===== src/cbt_pkg.sv =====
`default_nettype none
// ----------------------------------------------------------------------------
// CIGAR binary to text: shared definitions
// Types, constants and the operation letter decoder used by the front end,
// the entry queue and the character emitter.
// ----------------------------------------------------------------------------
package cbt_pkg;

  localparam int unsigned MAX_DIGITS = 6;
  localparam int unsigned LEN_W      = 20;             // lengths below the limit
  localparam int unsigned CNT_W      = 3;              // holds 0 .. MAX_DIGITS

  localparam logic [27:0] LEN_LIMIT  = 28'd1000000;
  localparam logic [3:0]  OP_MASK    = 4'hf;

  // Reciprocal of ten scaled by 2^23, exact for every length below the limit.
  localparam logic [LEN_W-1:0] RECIP10  = 20'hCCCCD;
  localparam int unsigned      RECIP_SH = 23;
  localparam int unsigned      PROD_W   = 2 * LEN_W;

  localparam logic [7:0] CHAR_STAR = 8'h2A;
  localparam logic [7:0] CHAR_ZERO = 8'h30;
  localparam logic [7:0] CHAR_NINE = 8'h39;
  localparam logic [7:0] CHAR_NUL  = 8'h00;

  typedef enum logic [1:0] {
    KIND_TEXT = 2'd0,
    KIND_STAR = 2'd1,
    KIND_LONG = 2'd2
  } cbt_kind_e;

  typedef struct packed {
    cbt_kind_e                   kind;
    logic [MAX_DIGITS-1:0][3:0]  digits;   // least significant digit at index 0
    logic [CNT_W-1:0]            nd;       // number of digits held
    logic [7:0]                  letter;
  } cbt_entry_t;

  typedef struct packed {
    logic full;
    logic empty;
  } cbt_q_stat_t;

  function automatic logic [7:0] op_letter(input logic [3:0] code);
    logic [7:0] ch;
    unique case (code & OP_MASK)
      4'd0:    ch = 8'h4D;  // M
      4'd1:    ch = 8'h49;  // I
      4'd2:    ch = 8'h44;  // D
      4'd3:    ch = 8'h4E;  // N
      4'd4:    ch = 8'h53;  // S
      4'd5:    ch = 8'h48;  // H
      4'd6:    ch = 8'h50;  // P
      4'd7:    ch = 8'h3D;  // =
      4'd8:    ch = 8'h58;  // X
      default: ch = CHAR_NUL;
    endcase
    return ch;
  endfunction

endpackage
`default_nettype wire


===== src/cbt_back.sv =====
`default_nettype none
// ----------------------------------------------------------------------------
// CIGAR binary to text: character emitter
// Takes converted entries from the queue and emits one character per cycle:
// digits, most significant first, then the operation letter; or '*' or NUL.
// ----------------------------------------------------------------------------
module cbt_back
  import cbt_pkg::*;
(
  input  wire logic   clk_i,
  input  wire logic   rst_ni,
  input  cbt_entry_t  entry_i,
  input  cbt_q_stat_t q_stat_i,
  output logic        pop_o,
  output logic        text_valid_o,
  output logic [7:0]  text_char_o,
  output logic        last_o,
  output logic        too_long_o
);

  logic             cur_valid_q;
  cbt_entry_t       cur_q;
  logic [CNT_W-1:0] pos_q;
  logic             finishing;
  logic [CNT_W-1:0] dig_idx;

  assign finishing = cur_valid_q && ((cur_q.kind != KIND_TEXT) || (pos_q == '0));
  assign pop_o     = (!cur_valid_q || finishing) && !q_stat_i.empty;
  assign dig_idx   = pos_q - CNT_W'(1);

  always_comb begin
    text_valid_o = cur_valid_q;
    text_char_o  = CHAR_NUL;
    last_o       = 1'b0;
    too_long_o   = 1'b0;
    unique case (cur_q.kind)
      KIND_STAR: begin
        text_char_o = CHAR_STAR;
        last_o      = 1'b1;
      end
      KIND_LONG: begin
        last_o      = 1'b1;
        too_long_o  = 1'b1;
      end
      KIND_TEXT: begin
        if (pos_q != '0) begin
          text_char_o = CHAR_ZERO + {4'b0000, cur_q.digits[dig_idx]};
        end else begin
          text_char_o = cur_q.letter;
          last_o      = 1'b1;
        end
      end
      default: begin
        text_char_o = CHAR_NUL;
      end
    endcase
  end

  always_ff @(posedge clk_i or negedge rst_ni) begin
    if (!rst_ni) begin
      cur_valid_q <= 1'b0;
      pos_q       <= '0;
    end else begin
      if (pop_o) begin
        cur_valid_q <= 1'b1;
        pos_q       <= entry_i.nd;
      end else if (finishing) begin
        cur_valid_q <= 1'b0;
      end else if (cur_valid_q) begin
        pos_q <= dig_idx;
      end
    end
  end

  always_ff @(posedge clk_i) begin
    if (pop_o) begin
      cur_q <= entry_i;
    end
  end

endmodule
`default_nettype wire

===== config.mk =====
export PLATFORM = sky130hd
export DESIGN_NAME = cbt_back
export DESIGN_NICKNAME = d
export VERILOG_FILES = /design/src/cbt_pkg.sv /design/src/cbt_back.sv
export SDC_FILE = /design/constraint.sdc
export NUM_CORES = 1
export LEC_CHECK = 0
export BUFFER_PORTS_ARGS = -buffer_cell sky130_fd_sc_hd__buf_2
export CORE_ASPECT_RATIO = 0.6
export CORE_MARGIN = 5
export CORE_UTILIZATION = 40
export DETAILED_ROUTE_END_ITERATION = 8
export PLACE_DENSITY_LB_ADDON = 0.3
export SYNTH_ARGS = -nofsm -noshare
export SYNTH_HDL_FRONTEND = slang
export SYNTH_SLANG_ARGS = --single-unit

===== constraint.sdc =====
create_clock -name clk_i -period 7.25 [get_ports clk_i]
set_clock_uncertainty 0.05 [all_clocks]
set_input_delay 1.45 -clock clk_i [delete_from_list [all_inputs] [get_ports clk_i]]
set_output_delay 1.45 -clock clk_i [all_outputs]
set_load 0.1 [all_outputs]

After elaboration in Yosys (flattened, before gate mapping) --
Cells that the tools add are included.
Operators by class: equal/unequal tests 3, reduce and logical (&&, ||, !) cells 14, order comparisons 1, $add $sub $neg 2, mux-type cells 12
Operators with widths (number):
- $pmux 8 s2 | 1
- $bmux 4 s3 | 1
- $mux 3 | 3
- $mux 8 | 1
- $add 6x4->7 const A | 1
- $reduce_bool 2->1 | 3
- $lt 3x4->1 const B | 1
- $mux 1 | 4
- $mux 4 | 1
- $logic_not 3->1 | 1
- $reduce_bool 3->1 | 1
- $sub 3x1->3 const B | 1
- $eq 2x1->1 const B | 1
- $eq 2x2->1 const B | 1
- $logic_and 1x1->1 | 2
- $logic_not 1->1 | 2
- $logic_not 2->1 | 1
- $logic_or 1x1->1 | 2
- $ne 2x2->1 const B | 1
- $pmux 1 s2 | 1
- $reduce_and 2->1 | 1
- $reduce_or 2->1 | 1
Storage, ports and cells: flip-flop bits (word level) 38, word-level logic and storage cells 42, input bits 41, output and inout bits 12

Depth between registers and ports, before layout --
Gate-level depths: netlist (run 1).
word-level depth 7, gate-level depth with buffers 7

Least setup slack after synthesis (run 1) --
Ideal clock, no wire load.
kind input port to output port, start point input port q_stat_i[0] (netlist bit), end point output port pop_o, data arrival time 4.092 ns, required time 5.750 ns, slack 1.658 ns, stages 1, cell sequence nor2_1
Between the ends: word-level cells in the longest chain between the ends 2
Ends and longest elaborated chain:
- from (decl) | line cbt_back.sv:13 | input cbt_q_stat_t q_stat_i,
- $logic_not 1->1 | line cbt_back.sv:28 | assign pop_o = (!cur_valid_q || finishing) && !q_stat_i.empty;
- $logic_and 1x1->1 | line cbt_back.sv:28
- to (decl) | line cbt_back.sv:14 | output logic pop_o,
No other way between the ends.

Worst setup path in the final report (run 1) --
start point register pos_q[0], end point output port pop_o
Between the ends: word-level cells in the longest chain between the ends 5
Ends and longest elaborated chain:
- from (decl) | line cbt_back.sv:23 | logic [CNT_W-1:0] pos_q;
- from (signal assigned) | line cbt_back.sv:66 | pos_q <= entry_i.nd;
- from (signal assigned) | line cbt_back.sv:70 | pos_q <= dig_idx;
- $logic_not 3->1 | line cbt_back.sv:27 | assign finishing = cur_valid_q && ((cur_q.kind != KIND_TEXT) || (pos_q == '0));
- $logic_or 1x1->1 | line cbt_back.sv:27
- $logic_and 1x1->1 | line cbt_back.sv:27
- $logic_or 1x1->1 | line cbt_back.sv:28
- $logic_and 1x1->1 | line cbt_back.sv:28
No other way between the ends.

==> flow_summary_export.csv, run 1 <==
group,metric,value,unit
placed_design,place_inst,198,
placed_design,dp_hpwl,2368,µm
detailed_routing,firstDrtPassIters,2,
global_route,grt_pass1_wl,5154,µm
sta,slew_headroom,63.91,%
clocking,numCtsBuffers,5,
power_and_ir_drop,p_leak,0.8589,nW
detailed_routing,via_count,1036,
yosys,syn_avg_cell_area,15.84,µm²
sta,hold_violations,0,
setup_path,timing.rr.start,"pos_q[0]",
detailed_routing,drc,0,
finish,n_antenna_cell,0,
min_path,hp-class,"reg2reg",
yosys,syn_area,0.001615,mm²
global_route,grt_max_degree,36,
finish,area_growth_syn_to_layout,24.09,%
finish,nNetsFinal,205,
floorplan,core_area,0.003786,mm²
setup_path,start_kind,"flop",
sta,period_share,58.81,%
floorplan,ioPinCount,53,
sta,fmax,234.5,MHz
setup_path,crit_required,5.75,ns
floorplan,dieWidth,92.04,µm
yosys,synthArstFlopShare,10.53,%
global_route,track_usage,12.41,%
placed_design,io_buffer_count,51,
sta,finalSetupViolations,0,
sta,tns,0,ns
yosys,ys_ff_latch,38,
yosys,synth-edff-count,34,
global_route,antenna_found_initial,0,
power_and_ir_drop,p_per_area,266.5,mW/mm²
clocking,hold_buffers,0,
clocking,ctsResizeCount,0,
global_route,first_global_vias,1149,
setup_path,critPathKind,"reg2out",
floorplan,die_h,59.23,µm
detailed_routing,wirelength,3192,µm
clocking,clock-sinks,38,
detailed_routing,detail-route-antenna-nets,0,
sta,drv_slew,0,
floorplan,dieArea,0.005451,mm²
floorplan,rows,17,
finish,final_layout_size_suffix_gt1_share,42.14,%
clocking,insertion_delay,0.29,ns
finish,fillCellCount,341,
setup_path,crit_fanout,35,
yosys,yosysSeqAreaShare,69.40,%
sta,rsz0062_at_grt,"false",
sta,worst_pin_slew,0.5413,ns
detailed_routing,viasPerCell,5.029,
sta,min_period,4.264,ns
global_route,overflow,0,
min_path,hold_start,"pos_q[1]",
finish,seqCellArea,0.001121,mm²
yosys,yosysWarnings,0,
clocking,cts_tree,"yes",
floorplan,initial_utilization,42.66,%
yosys,syn_inst,102,
power_and_ir_drop,ir_drop,0.1550,mV
detailed_routing,drt_iter0_drc,34,
setup_path,arrival,2.76,ns
yosys,syn_nets,149,
finish,multi_input_area,439.2,µm²
setup_path,end_kind,"primary output",
clocking,root_buffer,"clkbuf_8",
finish,fin_cells,206,
detailed_routing,avgRoutedWirePerCell,15.50,µm
clocking,clockBufferDepth,2,
setup_path,worst-r2r-setup-slack,4.89,ns
yosys,synth-main-ff-cell,"edfxtp_1",
yosys,ys_types,28,
clocking,cts_setup_buffers,0,
clocking,htreeDepth,2,
run,drv_cap,0,
setup_path,cp-startpoint,"pos_q[0]",
placed_design,gp_congestion,0.7129,
clocking,path_clk_slew,0.07,ns
run_status,run_status,"completed",
## power breakdown
group / internal (mW) / switching (mW)
registers: 0.257 / 0.0111
clock network: 0.0658 / 0.0733
logic: 0.0400 / 0.0871
## metrics by stage
step / power (mW) / instance area (µm²) / setup WS, ns / hold slack, ns / util, %
after floorplan: 0.3709 / 1615 / 1.658 / 0.4688 / -
after global placement: 0.3968 / 1919 / 3.154 / 0.5126 / 50.69
after detailed placement: 0.4009 / 1919 / 3.113 / 0.5205 / 50.69
after CTS: 0.5396 / 2004 / 2.961 / 0.5370 / 52.94
after global routing: 0.5557 / 2004 / 2.801 / 0.5682 / 52.94
final: 0.5341 / 2004 / 2.986 / 0.5429 / 52.94
## state kept, by name (all words and copies together) (netlist names)
name and cells:
text_valid_o 1, pos_q 3, cur_q 34
## cell usage after synthesis (3+ instances only)
library cell  count  area, µm²
ha_1              6      75.07
mux2i_1           5      50.05
o21ai_0           5      25.02
inv_1            10      37.54
edfxtp_1         34       1021
a21oi_1           5      25.02
mux4_2            4      90.09
nor2_1            3      11.26
o221ai_1          4      35.03
dfrtp_1           4      100.1
## routing by layer
metal	share of wire, %	track usage (%)	vias to the layer above
met5	0	0	-
met4	1.4	4.863	0
met3	6.2	4.569	4
met2	50	21.89	28
met1	42	14.00	509
li1	-	-	495
## kinds of logic after synthesis
logic type / share of synthesized area (%)
AO/OA/AOI/OAI: 7.204
AND/OR/NAND/NOR: 6.507
multiplexers: 8.676
buffers and inverters: 3.563
flip-flops: 69.40
adder cells (fa/ha/maj): 4.647
## worst max-delay path: stages, from the launching register on
cell and delay [ns]:
dfrtp_1 0.58, inv_1 0.21, ha_1 0.23, nand2b_1 0.16, and3_1 0.28, nor2_2 0.10
buf_4 0.38, buf_2 0.51
## path summary, 6_finish.rpt
path,cells after the start,to
min in group asynchronous,1,pos_q[1]
hold reg to reg,2,pos_q[1]
setup reg to reg,6,cur_q[36]
max in group asynchronous,1,pos_q[2]
hold / removal,2,pos_q[1]
setup / recovery,7,pop_o
## layout by cell type (no fill, tap or decap)
| cell type | synthesis | final |
|---|---|---|
| nand2b_1 | 2 | 2 |
| and2_1 | 2 | 2 |
| a31o_2 | 1 | 1 |
| dfrtp_1 | 4 | 4 |
| ha_1 | 6 | 6 |
| clkinvlp_4 | 0 | 1 |
| nor2_2 | 0 | 1 |
| clkinv_2 | 0 | 1 |
| o21ai_0 | 5 | 5 |
| inv_1 | 10 | 10 |
| nor3_1 | 1 | 1 |
| nand4_1 | 1 | 1 |
| a211oi_1 | 1 | 1 |
| and3_1 | 2 | 2 |
| buf_2 | 0 | 51 |
| nand3_1 | 1 | 1 |
| clkbuf_8 | 0 | 5 |
| clkinv_1 | 0 | 1 |
| a21oi_1 | 5 | 5 |
| o21a_1 | 1 | 1 |
| buf_4 | 0 | 1 |
| nor2b_1 | 1 | 1 |
| o31ai_1 | 1 | 1 |
| nand2_1 | 2 | 2 |
| mux4_2 | 4 | 4 |
| o221ai_1 | 4 | 4 |
| edfxtp_1 | 34 | 34 |
| nand3_2 | 1 | 1 |
| or3b_1 | 1 | 1 |
| nor2_1 | 3 | 2 |
| mux2i_1 | 5 | 5 |
| and2_2 | 1 | 1 |
## cell type report
class,count,share of cell area [%]
flip-flops and latches,38,55.93
multi-input cells,51,21.91
repair buffers,52,13.11
clock buffers,5,3.433
well taps,47,2.934
inverters,10,1.873
clock inverters,3,0.8115
Power figures use the tool's default switching activity.
==> run 2: changes to the inputs <==
Settings changed: ABC_AREA set to 1.
Clock period 7.25 ns to 3.5 ns, I/O delays scaled along.
==> flow_summary_export.csv, run 2 <==
group,metric,value,unit
run,drv_cap,0,
detailed_routing,dr_wl_met3,238,µm
placed_design,io_buffer_count,51,
yosys,syn_avg_cell_area,10.40,µm²
clocking,clock-sinks,38,
sta,drv_slew,0,
global_route,antenna_found_initial,0,
setup_path,worst-path-buf-inv,3,
sta,hold_violations,0,
detailed_routing,via_count,1261,
finish,largest_reg_flops,34,
floorplan,ioPinCount,53,
placed_design,placed_area,0.002150,mm²
power_and_ir_drop,ir_drop,0.2922,mV
yosys,synth-edff-count,34,
finish,layout_commonest_cell,"nand2_1",
clocking,htreeDepth,2,
sta,slew_headroom,67.58,%
detailed_routing,viasPerCell,4.260,
finish,final_area,0.002235,mm²
detailed_routing,routed-wl-met2,1437,µm
global_route,overflow,0,
setup_path,crit_fanout,13,
finish,fillCellCount,445,
clocking,root_buffer,"clkbuf_8",
detailed_routing,wl_met1,1698,µm
power_and_ir_drop,power_frac_comb,29.7,%
detailed_routing,detail-route-antenna-nets,0,
yosys,syn_inst,175,
detailed_routing,avgRoutedWirePerCell,11.44,µm
clocking,cts_tree,"yes",
global_route,track_usage,12.04,%
detailed_routing,firstDrtPassIters,4,
yosys,synthTopCellsByCount,"58 x nand2_1, 34 x edfxtp_1, 31 x inv_1",
yosys,syn_area,0.001819,mm²
setup_path,cp_common_cell,"nand2_1",
setup_path,start_kind,"flop",
setup_path,cpLargestDelayFamily,"buffers and inverters",
sta,tns,0,ns
power_and_ir_drop,seq_power_share,45.7,%
finish,top_register,"cur_q",
detailed_routing,drt_iter0_drc,61,
finish,nNetsFinal,279,
yosys,ys_ff_latch,38,
global_route,grt_pass1_wl,5761,µm
clocking,insertion_delay,0.29,ns
yosys,syn_nets,222,
clocking,clockBufferDepth,2,
clocking,path_clk_slew,0.08,ns
finish,finish.utilization,49.74,%
global_route,grt_max_degree,35,
sta,fmax,316.6,MHz
yosys,synth_area_leaders,"edfxtp_1 56%, nand2_1 12%, inv_1 6.4%, dfrtp_1 5.5%, ha_1 4.1%",
sta,period_share,90.23,%
power_and_ir_drop,p_leak,1.121,nW
clocking,cts_setup_buffers,0,
yosys,synth_area_leader_cell,"edfxtp_1",
yosys,synth_top_area_share,56.12,%
placed_design,dp_hpwl,2449,µm
detailed_routing,top_layer,"met4",
setup_path,end_kind,"primary output",
clocking,hold_buffers,0,
power_and_ir_drop,swShare,36.10,%
yosys,synth-main-ff-cell,"edfxtp_1",
detailed_routing,wirelength,3387,µm
floorplan,dieArea,0.006041,mm²
floorplan,die_h,62.24,µm
yosys,yosysSeqAreaShare,61.62,%
run_status,run_status,"completed",
floorplan,dieWidth,97.07,µm
setup_path,cp_slowest_cell,"ha_1",
setup_path,crit_required,2.75,ns
sta,worst_pin_slew,0.4896,ns
finish,final_layout_size_suffix_gt1_share,34.33,%
yosys,yosysMostFrequentCell,"nand2_1",
floorplan,core_area,0.004493,mm²
yosys,ys_types,19,
finish,final_cell_mix,"58 x nand2_1, 50 x buf_2, 34 x edfxtp_1, 31 x inv_1, 9 x nand3_1",
clocking,ctsResizeCount,0,
power_and_ir_drop,switchingPower,0.4325,mW
clocking,numCtsBuffers,5,
power_and_ir_drop,p_per_area,536.1,mW/mm²
yosys,synthArstFlopShare,10.53,%
sta,finalSetupViolations,0,
power_and_ir_drop,p_clk_share,24.6,%
global_route,first_global_vias,1210,
yosys,yosysWarnings,0,
finish,n_antenna_cell,0,
power_and_ir_drop,p_int,0.7655,mW
floorplan,rows,19,
sta,min_period,3.158,ns
setup_path,arrival,2.41,ns
setup_path,path_cells,"clkinv_2 -> ha_1 -> inv_4 -> nand2_1 -> nand3_1 -> nand2_1 -> nand2_1 -> nand2_1 -> nand2_1 -> nand2_1 -> buf_2",
min_path,hp-class,"in2async",
finish,area_growth_syn_to_layout,22.83,%
sta,rsz0062_at_grt,"false",
floorplan,initial_utilization,40.49,%
placed_design,gp_congestion,0.7811,
setup_path,critPathKind,"reg2out",
setup_path,max_stage_delay,0.56,ns
detailed_routing,drc,0,
[run 2: cell types whose count changed after synthesis, sizes merged, moves of 2 or more]
cell,change
clkbuf,-2
and3,-2
mux2i,-5
and2,-3
mux4,-4
nand2b,-2
inv,+25
nand3,+12
o21ai,-4
nor2,+3
nand2,+63
o221ai,-4
buf,+2
[run 2: stage by stage]
stage / power, mW / hold slack [ns] / std cells / setup slack (ns)
2_1_floorplan: 0.8529 / 0.3544 / 175 / 0.2069
3_3_place_gp: 0.9155 / 0.4475 / 288 / 0.6270
3_5_place_dp: 0.9182 / 0.4593 / 288 / 0.6211
4_1_cts: 1.213 / 0.1479 / 296 / 0.2978
5_1_grt: 1.274 / 0.1387 / 296 / 0.09360
6_report: 1.198 / 0.1514 / 296 / 0.3418
[run 2: routing by layer]
metal	up-vias	GRT usage (%)
met3	4	4.922
met4	0	2.627
li1	659	-
met1	560	17.88
met5	-	0
met2	38	16.24
[run 2: power by group through the flow]
stage | sequential, mW | clock (mW) | combinational, mW
2_1_floorplan | 0.562 | 0 | 0.291
6_report | 0.548 | 0.295 | 0.356
4_1_cts | 0.548 | 0.304 | 0.361
3_3_place_gp | 0.557 | 0 | 0.358
3_5_place_dp | 0.557 | 0 | 0.361
5_1_grt | 0.551 | 0.327 | 0.396
[run 2: final cells by class]
cell class / instances / area, µm² / area share (%)
clock buffers: 5 / 68.82 / 3.080
clock inverters: 3 / 16.27 / 0.7279
inverters: 36 / 138.9 / 6.215
multi-input cells: 98 / 525.5 / 23.52
flip-flops and latches: 38 / 1121 / 50.17
well taps: 63 / 78.83 / 3.527
repair buffers: 53 / 285.3 / 12.77
[run 2: logic make-up after synthesis]
logic type / after synthesis / synth area share (%)
adders and majority gates: 6 / 4.126
AOI/OAI and AO/OA: 6 / 1.650
DFF: 38 / 61.62
xor gates and xnor gates: 1 / 0.8943
buffers and inverters: 39 / 9.491
and+or+nand+nor: 85 / 22.21
[run 2: final timing paths]
check                         start              to  slack, ns  cells after the start
setup / recovery           pos_q[0]  text_char_o[1]       0.34                     11
hold / removal               rst_ni        pos_q[2]       0.15                      1
setup reg to reg           pos_q[0]       cur_q[27]       1.34                      9
hold reg to reg            pos_q[1]        pos_q[1]       0.49                      2
max in group asynchronous    rst_ni        pos_q[0]       3.12                      1
min in group clk_i         pos_q[1]        pos_q[1]       0.49                      2
