**config.mk**
```make
export PLATFORM = sky130hd
export DESIGN_NAME = cbt_queue
export DESIGN_NICKNAME = d
export VERILOG_FILES = /design/src/cbt_pkg.sv /design/src/cbt_queue.sv
export SDC_FILE = /design/constraint.sdc
export NUM_CORES = 1
export LEC_CHECK = 0
export BUFFER_PORTS_ARGS = -buffer_cell sky130_fd_sc_hd__buf_2
export CAP_MARGIN = 20
export CORE_ASPECT_RATIO = 1.25
export CORE_MARGIN = 3
export CORE_UTILIZATION = 55
export CTS_CLUSTER_DIAMETER = 150
export DETAILED_ROUTE_END_ITERATION = 10
export PLACE_DENSITY = 0.83
export SYNTH_ARGS = -nofsm -noshare
export SYNTH_HDL_FRONTEND = slang
export SYNTH_SLANG_ARGS = --single-unit
```
**constraint.sdc**
```tcl
create_clock -name clk_i -period 5.09 [get_ports clk_i]
set_input_delay 1.018 -clock clk_i [delete_from_list [all_inputs] [get_ports clk_i]]
set_output_delay 1.018 -clock clk_i [all_outputs]
set_load 0.1 [all_outputs]
```
**src/cbt_pkg.sv**
```systemverilog
`default_nettype none
// ----------------------------------------------------------------------------
// CIGAR binary to text: shared definitions
// Types, constants and the operation letter decoder used by the front end,
// the entry queue and the character emitter.
// ----------------------------------------------------------------------------
package cbt_pkg;

  localparam int unsigned MAX_DIGITS = 6;
  localparam int unsigned LEN_W      = 20;             // lengths below the limit
  localparam int unsigned CNT_W      = 3;              // holds 0 .. MAX_DIGITS

  localparam logic [27:0] LEN_LIMIT  = 28'd1000000;
  localparam logic [3:0]  OP_MASK    = 4'hf;

  // Reciprocal of ten scaled by 2^23, exact for every length below the limit.
  localparam logic [LEN_W-1:0] RECIP10  = 20'hCCCCD;
  localparam int unsigned      RECIP_SH = 23;
  localparam int unsigned      PROD_W   = 2 * LEN_W;

  localparam logic [7:0] CHAR_STAR = 8'h2A;
  localparam logic [7:0] CHAR_ZERO = 8'h30;
  localparam logic [7:0] CHAR_NINE = 8'h39;
  localparam logic [7:0] CHAR_NUL  = 8'h00;

  typedef enum logic [1:0] {
    KIND_TEXT = 2'd0,
    KIND_STAR = 2'd1,
    KIND_LONG = 2'd2
  } cbt_kind_e;

  typedef struct packed {
    cbt_kind_e                   kind;
    logic [MAX_DIGITS-1:0][3:0]  digits;   // least significant digit at index 0
    logic [CNT_W-1:0]            nd;       // number of digits held
    logic [7:0]                  letter;
  } cbt_entry_t;

  typedef struct packed {
    logic full;
    logic empty;
  } cbt_q_stat_t;

  function automatic logic [7:0] op_letter(input logic [3:0] code);
    logic [7:0] ch;
    unique case (code & OP_MASK)
      4'd0:    ch = 8'h4D;  // M
      4'd1:    ch = 8'h49;  // I
      4'd2:    ch = 8'h44;  // D
      4'd3:    ch = 8'h4E;  // N
      4'd4:    ch = 8'h53;  // S
      4'd5:    ch = 8'h48;  // H
      4'd6:    ch = 8'h50;  // P
      4'd7:    ch = 8'h3D;  // =
      4'd8:    ch = 8'h58;  // X
      default: ch = CHAR_NUL;
    endcase
    return ch;
  endfunction

endpackage
`default_nettype wire

```
**src/cbt_queue.sv**
```systemverilog
`default_nettype none
// ----------------------------------------------------------------------------
// CIGAR binary to text: entry queue
// Two-entry queue that lets the converter and the emitter stall independently.
// ----------------------------------------------------------------------------
module cbt_queue
  import cbt_pkg::*;
(
  input  wire logic   clk_i,
  input  wire logic   rst_ni,
  input  wire logic   push_i,
  input  cbt_entry_t  push_data_i,
  input  wire logic   pop_i,
  output cbt_entry_t  pop_data_o,
  output cbt_q_stat_t stat_o
);

  cbt_entry_t  mem_q [2];
  logic        wr_ptr_q;
  logic        rd_ptr_q;
  logic [1:0]  cnt_q;

  assign stat_o.full  = (cnt_q == 2'd2);
  assign stat_o.empty = (cnt_q == 2'd0);
  assign pop_data_o   = mem_q[rd_ptr_q];

  always_ff @(posedge clk_i or negedge rst_ni) begin
    if (!rst_ni) begin
      wr_ptr_q <= 1'b0;
      rd_ptr_q <= 1'b0;
      cnt_q    <= 2'd0;
    end else begin
      if (push_i) begin
        wr_ptr_q <= ~wr_ptr_q;
      end
      if (pop_i) begin
        rd_ptr_q <= ~rd_ptr_q;
      end
      if (push_i && !pop_i) begin
        cnt_q <= cnt_q + 2'd1;
      end else if (pop_i && !push_i) begin
        cnt_q <= cnt_q - 2'd1;
      end
    end
  end

  always_ff @(posedge clk_i) begin
    if (push_i) begin
      mem_q[wr_ptr_q] <= push_data_i;
    end
  end

`ifndef SYNTH
  a_no_overflow: assert property (@(posedge clk_i) disable iff (!rst_ni)
    !(push_i && stat_o.full))
    else $error("entry queue written while full");

  a_no_underflow: assert property (@(posedge clk_i) disable iff (!rst_ni)
    !(pop_i && stat_o.empty))
    else $error("entry queue read while empty");

  a_ptr_match: assert property (@(posedge clk_i) disable iff (!rst_ni)
    (cnt_q == 2'd0 || cnt_q == 2'd2) |-> (wr_ptr_q == rd_ptr_q))
    else $error("entry queue pointers disagree with fill level");
`endif

endmodule
`default_nettype wire

```
# Yosys cells after proc, flatten, opt, wreduce, memory -nomap -nowiden
# Memory sizes are Yosys's and may differ from the RTL's.
# Cells that the tools add are included.
[totals] wordCells=19 n_memories=1 mem_bits_rw=74 register_bits=4
[memory_table] memory="mem_q" depth=2 word_bits=37 read_ports=1 rd_clocked_by_memory_dff=0 wr=1 line_no="cbt_queue.sv:18" text="cbt_entry_t mem_q [2];"
[classes] n_bitwise=2 reduce_logical=6 n_eq_ne=1 add_sub_neg=2 muxes=4
[ops] op="two-way mux 2 bit" n=2
[ops] op="adder 2 x 1 -> 2 bit, second input constant" n=1
[ops] op="== test 2 bit, second input constant" n=1
[ops] op="logical AND 1 bit" n=2
[ops] op="logical NOT 1 bit" n=2
[ops] op="logical NOT 2 bit" n=1
[ops] op="two-way mux 1 bit" n=2
[ops] op="inverter 1 bit" n=2
[ops] op="nonzero test 2 bit" n=1
[ops] op="subtractor 2 x 1 -> 2 bit, second input constant" n=1

# Longest topological paths before layout
# Gate-level depths: netlist (run 1).
[depth] word_depth=4 mapped_depth=5

# Worst setup path before layout (run 1)
# No wires, ideal clock.
[synth_path] kind="input-to-reg" from="input push_i" to="memory mem_q[0][0] (netlist name) (enable)" t_arrival_ns=2.679 setup_slack_ns=1.975 cell_stages=1 required_time_ns=4.654 n_path_buf=0 setup_ns=0.436 path_cell_list="nor2b_1"
[synth_between] elab_chain_len=2
[synth_lines] element="start: declaration" line_no="cbt_queue.sv:11" text="input wire logic push_i,"
[synth_lines] element="two-way mux 1 bit" line_no="cbt_queue.sv:48" text="if (push_i) begin"
[synth_lines] element="two-way mux 1 bit (not written as such)" line_no="cbt_queue.sv:49" text="mem_q[wr_ptr_q] <= push_data_i;"
[synth_lines] element="end: declaration" line_no="cbt_queue.sv:18"
# No other way between the ends.

==> impl_metrics.env, run 1 <==
export IMPL_die_height_um=87.7
export IMPL_grt_overflow=0
export IMPL_ctsHoldBuffers=0
export IMPL_clk_latency_ns=0.34
export IMPL_finalHoldViolCount=0
export IMPL_drtIter0Drc=71
export IMPL_yosys_warnings=0
export IMPL_setup_viol=0
export IMPL_fin_skew_ns=0.00561
export IMPL_status="finished clean"
export IMPL_grt_usage_pct=14.6
export IMPL_ios=80
export IMPL_post_drt_wl_per_cell_um=15.5
export IMPL_io_buffers=79
export IMPL_rsz0062_at_grt="no"
export IMPL_num_vias=1429
export IMPL_crit_type="reg -> out"
export IMPL_cts_inserted_buffers=9
export IMPL_path_clk_slew_ns=0.07
export IMPL_initial_utilization_pct=57.4
export IMPL_multi_input_area_um2=583
export IMPL_ant_nets=0
export IMPL_cts_resized=0
export IMPL_avgViaCountPerCell=5.01
export IMPL_clock_sinks=78
export IMPL_grt_pass1_vias=1393
export IMPL_grt_pass1_wl_um=6600
export IMPL_grt_max_degree=39
export IMPL_row_count=29
export IMPL_synth_nets=173
export IMPL_dpl_hpwl_um=2830
export IMPL_fillers=348
export IMPL_period_share_pct=61.5
export IMPL_worstPathMaxFanout=38
export IMPL_synthesis_area_per_instance_um2=22.4
export IMPL_tightest_slew_ns=1.01
export IMPL_drv_cap=0
export IMPL_clock_fmax_ghz=0.319
export IMPL_post_cts_buffers=0
export IMPL_wirelength_um=4410
export IMPL_crit_required_ns=4.07
export IMPL_endpoint_kind="output port"
export IMPL_critical_path_arrival_ns=2.11
export IMPL_antenna_found_initial=0
export IMPL_finalSetupTns_ns=0
export IMPL_syn_area_um2=2940
export IMPL_cts_tree="done"
export IMPL_drc_errors=0
export IMPL_syn2layout_area_growth_pct=21.1
export IMPL_yosysSeqAreaShare_pct=79.0
export IMPL_cts_max_path_buffers=2
export IMPL_hold_class="in -> async"
export IMPL_seqCellArea_um2=2320
export IMPL_finalMaxSlewViolations=0
export IMPL_dr_pass1_iters=4
export IMPL_ys_types=13
export IMPL_routabilityCongestion=0.676
export IMPL_synthCells=131
export IMPL_period_minus_slack_ns=3.13
export IMPL_final_nets=260
export IMPL_fp_dieW_um=71.4
export IMPL_ctsRootBufferMaster="clkbuf_8"
export IMPL_core_um2=5120
export IMPL_drive_gt1_share_pct=59.2
export IMPL_num_antenna_cells=0
export IMPL_synth_seq_cells=78
export IMPL_start_kind="flop"
export IMPL_htree_levels=3
export IMPL_dieArea_um2=6260
export IMPL_slew_headroom_pct=32.6
-- final cells by class --
class / count / share of cell area, %
clock buffers: 10 / 3.59
clock inverters: 6 / 0.808
inverters: 1 / 0.105
well taps: 62 / 2.18
flip-flops and latches: 78 / 65.3
repair buffers: 80 / 11.7
multi-input cells: 48 / 16.4
-- layout by cell type (no fill, tap or decap), drive strengths merged --
cell type  count
nor2b          2
buf           80
edfxtp        74
clkbuf        10
clkinv         5
and2           1
mux2          37
xnor2          1
nor2           2
xor2           4
clkinvlp       1
dfrtp          4
ha             1
inv            1
-- critical path, cell delays in order, from the launching register on --
cell and delay, ns:
dfrtp_2 1.04, mux2_2 0.32, buf_2 0.42
-- Yosys cell counts --
cell | number | area (µm²)
inv_1 | 1 | 3.75
nor2b_1 | 2 | 12.5
ha_1 | 1 | 12.5
nor2_1 | 2 | 7.51
mux2_4 | 20 | 300
mux2_2 | 17 | 191
buf_2 | 1 | 5.00
edfxtp_1 | 74 | 2220
xor2_1 | 4 | 35.0
buf_6 | 3 | 33.8
xnor2_1 | 1 | 8.76
dfrtp_1 | 4 | 100
and2_1 | 1 | 6.26
-- worst paths after layout --
check                          from              to  slack, ns  cells after the start
max                        rd_ptr_q  pop_data_o[36]       1.96                      2
min                          rst_ni        cnt_q[0]       0.47                      1
max reg2reg                wr_ptr_q    mem_q[1][24]       3.53                      1
min reg2reg                cnt_q[1]        cnt_q[1]       0.50                      1
max in group asynchronous    rst_ni        rd_ptr_q       4.49                      1
min in group clk_i         cnt_q[1]        cnt_q[1]       0.50                      1
-- cell families (layout without fill, tap and decap cells) --
| family | count (synthesis) | after routing | synth area share (%) |
|---|---|---|---|
| xor gates and xnor gates | 5 | 5 | 1.49 |
| adders and majority gates | 1 | 1 | 0.426 |
| buffers and inverters | 5 | 97 | 1.45 |
| DFF | 78 | 78 | 79.0 |
| muxes | 37 | 37 | 16.7 |
| and+or+nand+nor | 5 | 5 | 0.894 |
-- registers in the layout, summed over array words and instances (netlist names) --
name      flops
mem_q        74
rd_ptr_q      1
cnt_q         2
wr_ptr_q      1
-- per-stage QoR --
step | area (µm²) | cells | utilization [%] | hold slack, ns | setup slack [ns]
final | 3560 | 285 | 69.6 | 0.472 | 1.96
after global placement | 3380 | 268 | 66.1 | 0.474 | 2.26
after CTS | 3540 | 284 | 69.2 | 0.465 | 1.90
after global routing | 3560 | 285 | 69.6 | 0.459 | 1.81
after floorplan | 2940 | 131 | - | 0.455 | 1.98
after detailed placement | 3380 | 268 | 66.1 | 0.486 | 2.25
-- metal layers --
metal,global-route usage (%),vias up,share of wire (%)
li1,-,680,-
met1,16.6,697,38
met2,24.7,43,55
met3,5.40,9,5.5
met4,6.67,0,2.2
met5,0,-,0
Power of run 1 is left out: the tool's default activity adds up to more than one toggle a clock period on the data nets, which glitch-free logic cannot reach.
==> run 2, diff against run 1 <==
--- a/config.mk
+++ b/config.mk
@@ -9,10 +9,10 @@
 export CAP_MARGIN = 20
 export CORE_ASPECT_RATIO = 1.25
 export CORE_MARGIN = 3
-export CORE_UTILIZATION = 55
+export CORE_UTILIZATION = 46
 export CTS_CLUSTER_DIAMETER = 150
 export DETAILED_ROUTE_END_ITERATION = 10
-export PLACE_DENSITY = 0.83
+export PLACE_DENSITY = 0.74
 export SYNTH_ARGS = -nofsm -noshare
 export SYNTH_HDL_FRONTEND = slang
 export SYNTH_SLANG_ARGS = --single-unit
==> constraint.sdc (replaced) <==
create_clock -name clk_i -period 2.8 [get_ports clk_i]
set_input_delay 0.56 -clock clk_i [delete_from_list [all_inputs] [get_ports clk_i]]
set_output_delay 0.56 -clock clk_i [all_outputs]
set_load 0.1 [all_outputs]
==> impl_metrics.env, run 2 (same netlist as run 1, synthesis figures left out) <==
export IMPL_fin_skew_ns=0.00640
export IMPL_period_minus_slack_ns=2.30
export IMPL_htree_levels=3
export IMPL_slowest_delay_ns=0.46
export IMPL_rr_startpoint="wr_ptr_q"
export IMPL_gr_usage_met3_pct=4.73
export IMPL_grt_use_met2_pct=24.6
export IMPL_final_nets=262
export IMPL_fillers=453
export IMPL_routabilityCongestion=0.667
export IMPL_grt_overflow=0
export IMPL_post_drt_wl_per_cell_um=15.3
export IMPL_slew_headroom_pct=67.1
export IMPL_dieArea_um2=7390
export IMPL_num_antenna_cells=0
export IMPL_place_inst=291
export IMPL_core_um2=5970
export IMPL_row_count=31
export IMPL_cts_max_path_buffers=2
export IMPL_crit_path_top_delay_cell="dfrtp_2"
export IMPL_drc_errors=0
export IMPL_final_util_pct=61.5
export IMPL_drv_cap=0
export IMPL_clock_fmax_ghz=0.435
export IMPL_top_register="mem_q"
export IMPL_regToRegSetupSlack_ns=1.41
export IMPL_cts_inserted_buffers=9
export IMPL_antenna_found_initial=0
export IMPL_largest_register_ffs=74
export IMPL_crit_type="reg -> out"
export IMPL_avgViaCountPerCell=4.73
export IMPL_seqCellArea_um2=2320
export IMPL_use_met1_pct=15.0
export IMPL_regToRegEndpoint="mem_q[0][33]"
export IMPL_path_clk_slew_ns=0.08
export IMPL_ctsRootBufferMaster="clkbuf_8"
export IMPL_path_cells="buf_12, mux2_2, buf_2"
export IMPL_startpoint="rd_ptr_q"
export IMPL_clk_latency_ns=0.33
export IMPL_hold_class="in -> async"
export IMPL_wirelength_um=4710
export IMPL_dpl_hpwl_um=3180
export IMPL_drive_gt1_share_pct=60.0
export IMPL_rsz0062_at_grt="no"
export IMPL_start_kind="flop"
export IMPL_rr_worst_depth=2
export IMPL_setup_viol=0
export IMPL_drtIter0Drc=55
export IMPL_status="finished clean"
export IMPL_num_vias=1452
export IMPL_crit_required_ns=2.24
export IMPL_ant_nets=0
export IMPL_post_cts_buffers=0
export IMPL_tightest_slew_ns=0.498
export IMPL_io_buffers=79
export IMPL_gr_max_usage_layer="met2"
export IMPL_final_common_cell="buf_2"
export IMPL_grt_usage_pct=13.7
export IMPL_die_height_um=95.4
export IMPL_clock_sinks=78
export IMPL_endpoint="pop_data_o[33]"
export IMPL_worstPathMaxFanout=33
export IMPL_ctsHoldBuffers=0
export IMPL_finalSetupTns_ns=0
export IMPL_finalMaxSlewViolations=0
export IMPL_dr_pass1_iters=4
export IMPL_initial_utilization_pct=49.2
export IMPL_grt_pass1_wl_um=7340
export IMPL_grt_pass1_vias=1480
export IMPL_finalHoldViolCount=0
export IMPL_grt_max_degree=34
export IMPL_most_common_layout_cells="79 x buf_2, 74 x edfxtp_1, 20 x mux2_4"
export IMPL_reg_top3="mem_q: 74 flops, cnt_q: 2 flops"
export IMPL_fp_dieW_um=77.5
export IMPL_syn2layout_area_growth_pct=25.0
export IMPL_final_cell_count_no_fill=307
export IMPL_cts_resized=0
export IMPL_endpoint_kind="output port"
export IMPL_critical_path_arrival_ns=1.74
export IMPL_multi_input_area_um2=583
export IMPL_period_share_pct=82.0
export IMPL_ios=80
export IMPL_cts_tree="done"
run 2: worst min-delay path by stage:
| stage | to | start | slack (ns) |
|---|---|---|---|
| final | cnt_q[0] | rst_ni | 0.02 |
| after CTS | cnt_q[0] | rst_ni | 0.01 |
| after global placement | cnt_q[1] | rst_ni | 0.38 |
| after detailed placement | wr_ptr_q | rst_ni | 0.37 |
| after floorplan | cnt_q[0] | rst_ni | 0.26 |
| after global routing | cnt_q[0] | rst_ni | 0.01 |
run 2: layout make-up:
| class | count | share of cell area (%) |
|---|---|---|
| tap | 82 | 2.79 |
| inverter | 1 | 0.102 |
| clock buffer | 11 | 3.58 |
| sequential | 78 | 63.2 |
| timing repair buffer | 82 | 12.4 |
| clock inverter | 5 | 2.01 |
| multi-input combinational | 48 | 15.9 |
run 2: metrics by stage:
| step | cell area (µm²) | worst slack (ns) | hold slack, ns |
|---|---|---|---|
| final | 3670 | 0.504 | 0.0242 |
| after global routing | 3670 | 0.433 | 0.0104 |
| after CTS | 3670 | 0.488 | 0.0143 |
| after detailed placement | 3470 | 0.854 | 0.372 |
| after global placement | 3470 | 0.860 | 0.376 |
| after floorplan | 2940 | 0.143 | 0.264 |
run 2: worst max-delay path: cells and delay by family, from the launching register on:
family,cells,cell delay [ns]
buffers and inverters,2,0.54
flip-flops,1,0.46
multiplexers,1,0.38
run 2: metal layers:
layer  up-vias  routed length (µm)
met5         -                   0
met4         0                  45
met3         5                 259
met2        51                2630
met1       711                1770
li1        685                   -
Power of run 2 is left out for the same reason.
==> run 3, diff against run 2 <==
==> constraint.sdc (replaced) <==
create_clock -name clk_i -period 1.95 [get_ports clk_i]
set_input_delay 0.39 -clock clk_i [delete_from_list [all_inputs] [get_ports clk_i]]
set_output_delay 0.39 -clock clk_i [all_outputs]
set_load 0.1 [all_outputs]
==> impl_metrics.env, run 3 (same netlist as run 1, synthesis figures left out) <==
export IMPL_worstPathMaxFanout=15
export IMPL_drtIter0Drc=44
export IMPL_fp_dieW_um=77.5
export IMPL_syn2layout_area_growth_pct=34.9
export IMPL_num_vias=1478
export IMPL_die_height_um=95.4
export IMPL_setup_viol=0
export IMPL_reg_top3="mem_q: 74 flops, cnt_q: 2 flops"
export IMPL_status="finished clean"
export IMPL_clock_sinks=78
export IMPL_dieArea_um2=7390
export IMPL_final_util_pct=66.4
export IMPL_finalHoldViolCount=0
export IMPL_grt_max_degree=38
export IMPL_period_minus_slack_ns=1.93
export IMPL_top_register="mem_q"
export IMPL_largest_register_ffs=74
export IMPL_fin_skew_ns=0.00498
export IMPL_period_share_pct=98.9
export IMPL_most_common_layout_cells="74 x edfxtp_1, 44 x buf_2, 27 x buf_6"
export IMPL_finalSetupTns_ns=0
export IMPL_tightest_slew_ns=0.495
export IMPL_dpl_hpwl_um=3310
export IMPL_routabilityCongestion=0.699
export IMPL_antenna_found_initial=0
export IMPL_post_drt_wl_per_cell_um=15.7
export IMPL_grt_overflow=0
export IMPL_path_clk_slew_ns=0.07
export IMPL_crit_type="reg -> out"
export IMPL_critical_path_arrival_ns=1.54
export IMPL_wirelength_um=4890
export IMPL_io_buffers=79
export IMPL_final_nets=267
export IMPL_rsz0062_at_grt="yes"
export IMPL_rr_startpoint="wr_ptr_q"
export IMPL_dr_pass1_iters=2
export IMPL_drv_cap=0
export IMPL_drive_gt1_share_pct=60.9
export IMPL_clock_fmax_ghz=0.518
export IMPL_regToRegSetupSlack_ns=0.70
export IMPL_grt_usage_pct=14.3
export IMPL_start_kind="flop"
export IMPL_startpoint="rd_ptr_q"
export IMPL_row_count=31
export IMPL_endpoint_kind="output port"
export IMPL_hp_start="push_data_i[29]"
export IMPL_final_common_cell="edfxtp_1"
export IMPL_slew_headroom_pct=67.2
export IMPL_cts_max_path_buffers=2
export IMPL_ios=80
export IMPL_grt_pass1_wl_um=7790
export IMPL_finalMaxSlewViolations=0
export IMPL_grt_pass1_vias=1587
export IMPL_crit_required_ns=1.56
export IMPL_num_antenna_cells=0
export IMPL_ant_nets=0
export IMPL_cts_inserted_buffers=9
export IMPL_clk_latency_ns=0.33
export IMPL_drc_errors=0
export IMPL_whs_ns=0.242
export IMPL_fillers=418
export IMPL_initial_utilization_pct=49.2
export IMPL_avgViaCountPerCell=4.74
export IMPL_htree_levels=3
export IMPL_core_um2=5970
export IMPL_cts_tree="done"
export IMPL_ctsRootBufferMaster="clkbuf_8"
export IMPL_hold_class="in -> reg"
==> run 3: worst max-delay path, cell delays in order (launching register included) <==
cell and delay, ns:
dfrtp_2 0.46, buf_12 0.19, mux2_2 0.36, buf_6 0.19
==> run 3: timing repair <==
item,CTS,global route
gates resized for setup,52,2
hold buffers,1,0
hold endpoints to repair,4,0
setup buffers,1,0
endpoints found under the setup margin,31,16
cloned,0,0
==> run 3: layout make-up <==
| cell class | count | area, µm² | area share, % |
|---|---|---|---|
| inverters | 1 | 3.75 | 0.0947 |
| multi-input cells | 48 | 588 | 14.8 |
| well taps | 82 | 103 | 2.59 |
| clock inverters | 2 | 10.0 | 0.252 |
| clock buffers | 14 | 153 | 3.85 |
| repair buffers | 87 | 785 | 19.8 |
| flip-flops and latches | 78 | 2320 | 58.6 |
==> run 3: per-layer routing <==
metal | part of all wire, % | up-vias | global-route usage, %
met5 | 0 | - | 0
li1 | - | 696 | -
met4 | 1.9 | 0 | 6.68
met3 | 6.5 | 11 | 4.73
met1 | 41 | 705 | 16.9
met2 | 50 | 66 | 24.0
==> run 3: path summary, 6_finish.rpt <==
check	cells after the start	to
min	1	mem_q[1][29]
max in group asynchronous	2	rd_ptr_q
max	3	pop_data_o[27]
min reg2reg	1	cnt_q[1]
max reg2reg	2	mem_q[1][20]
min in group asynchronous	2	rd_ptr_q
==> run 3: metrics by stage <==
stage,setup WS [ns],cell area [µm²],std cells
floorplan,0.151,2950,131
global placement,0.260,3620,294
detailed placement,0.236,3620,294
CTS,-0.00321,3960,312
global route,-0.0382,3970,312
finish,0.0209,3970,312
Power of run 3 is left out for the same reason.
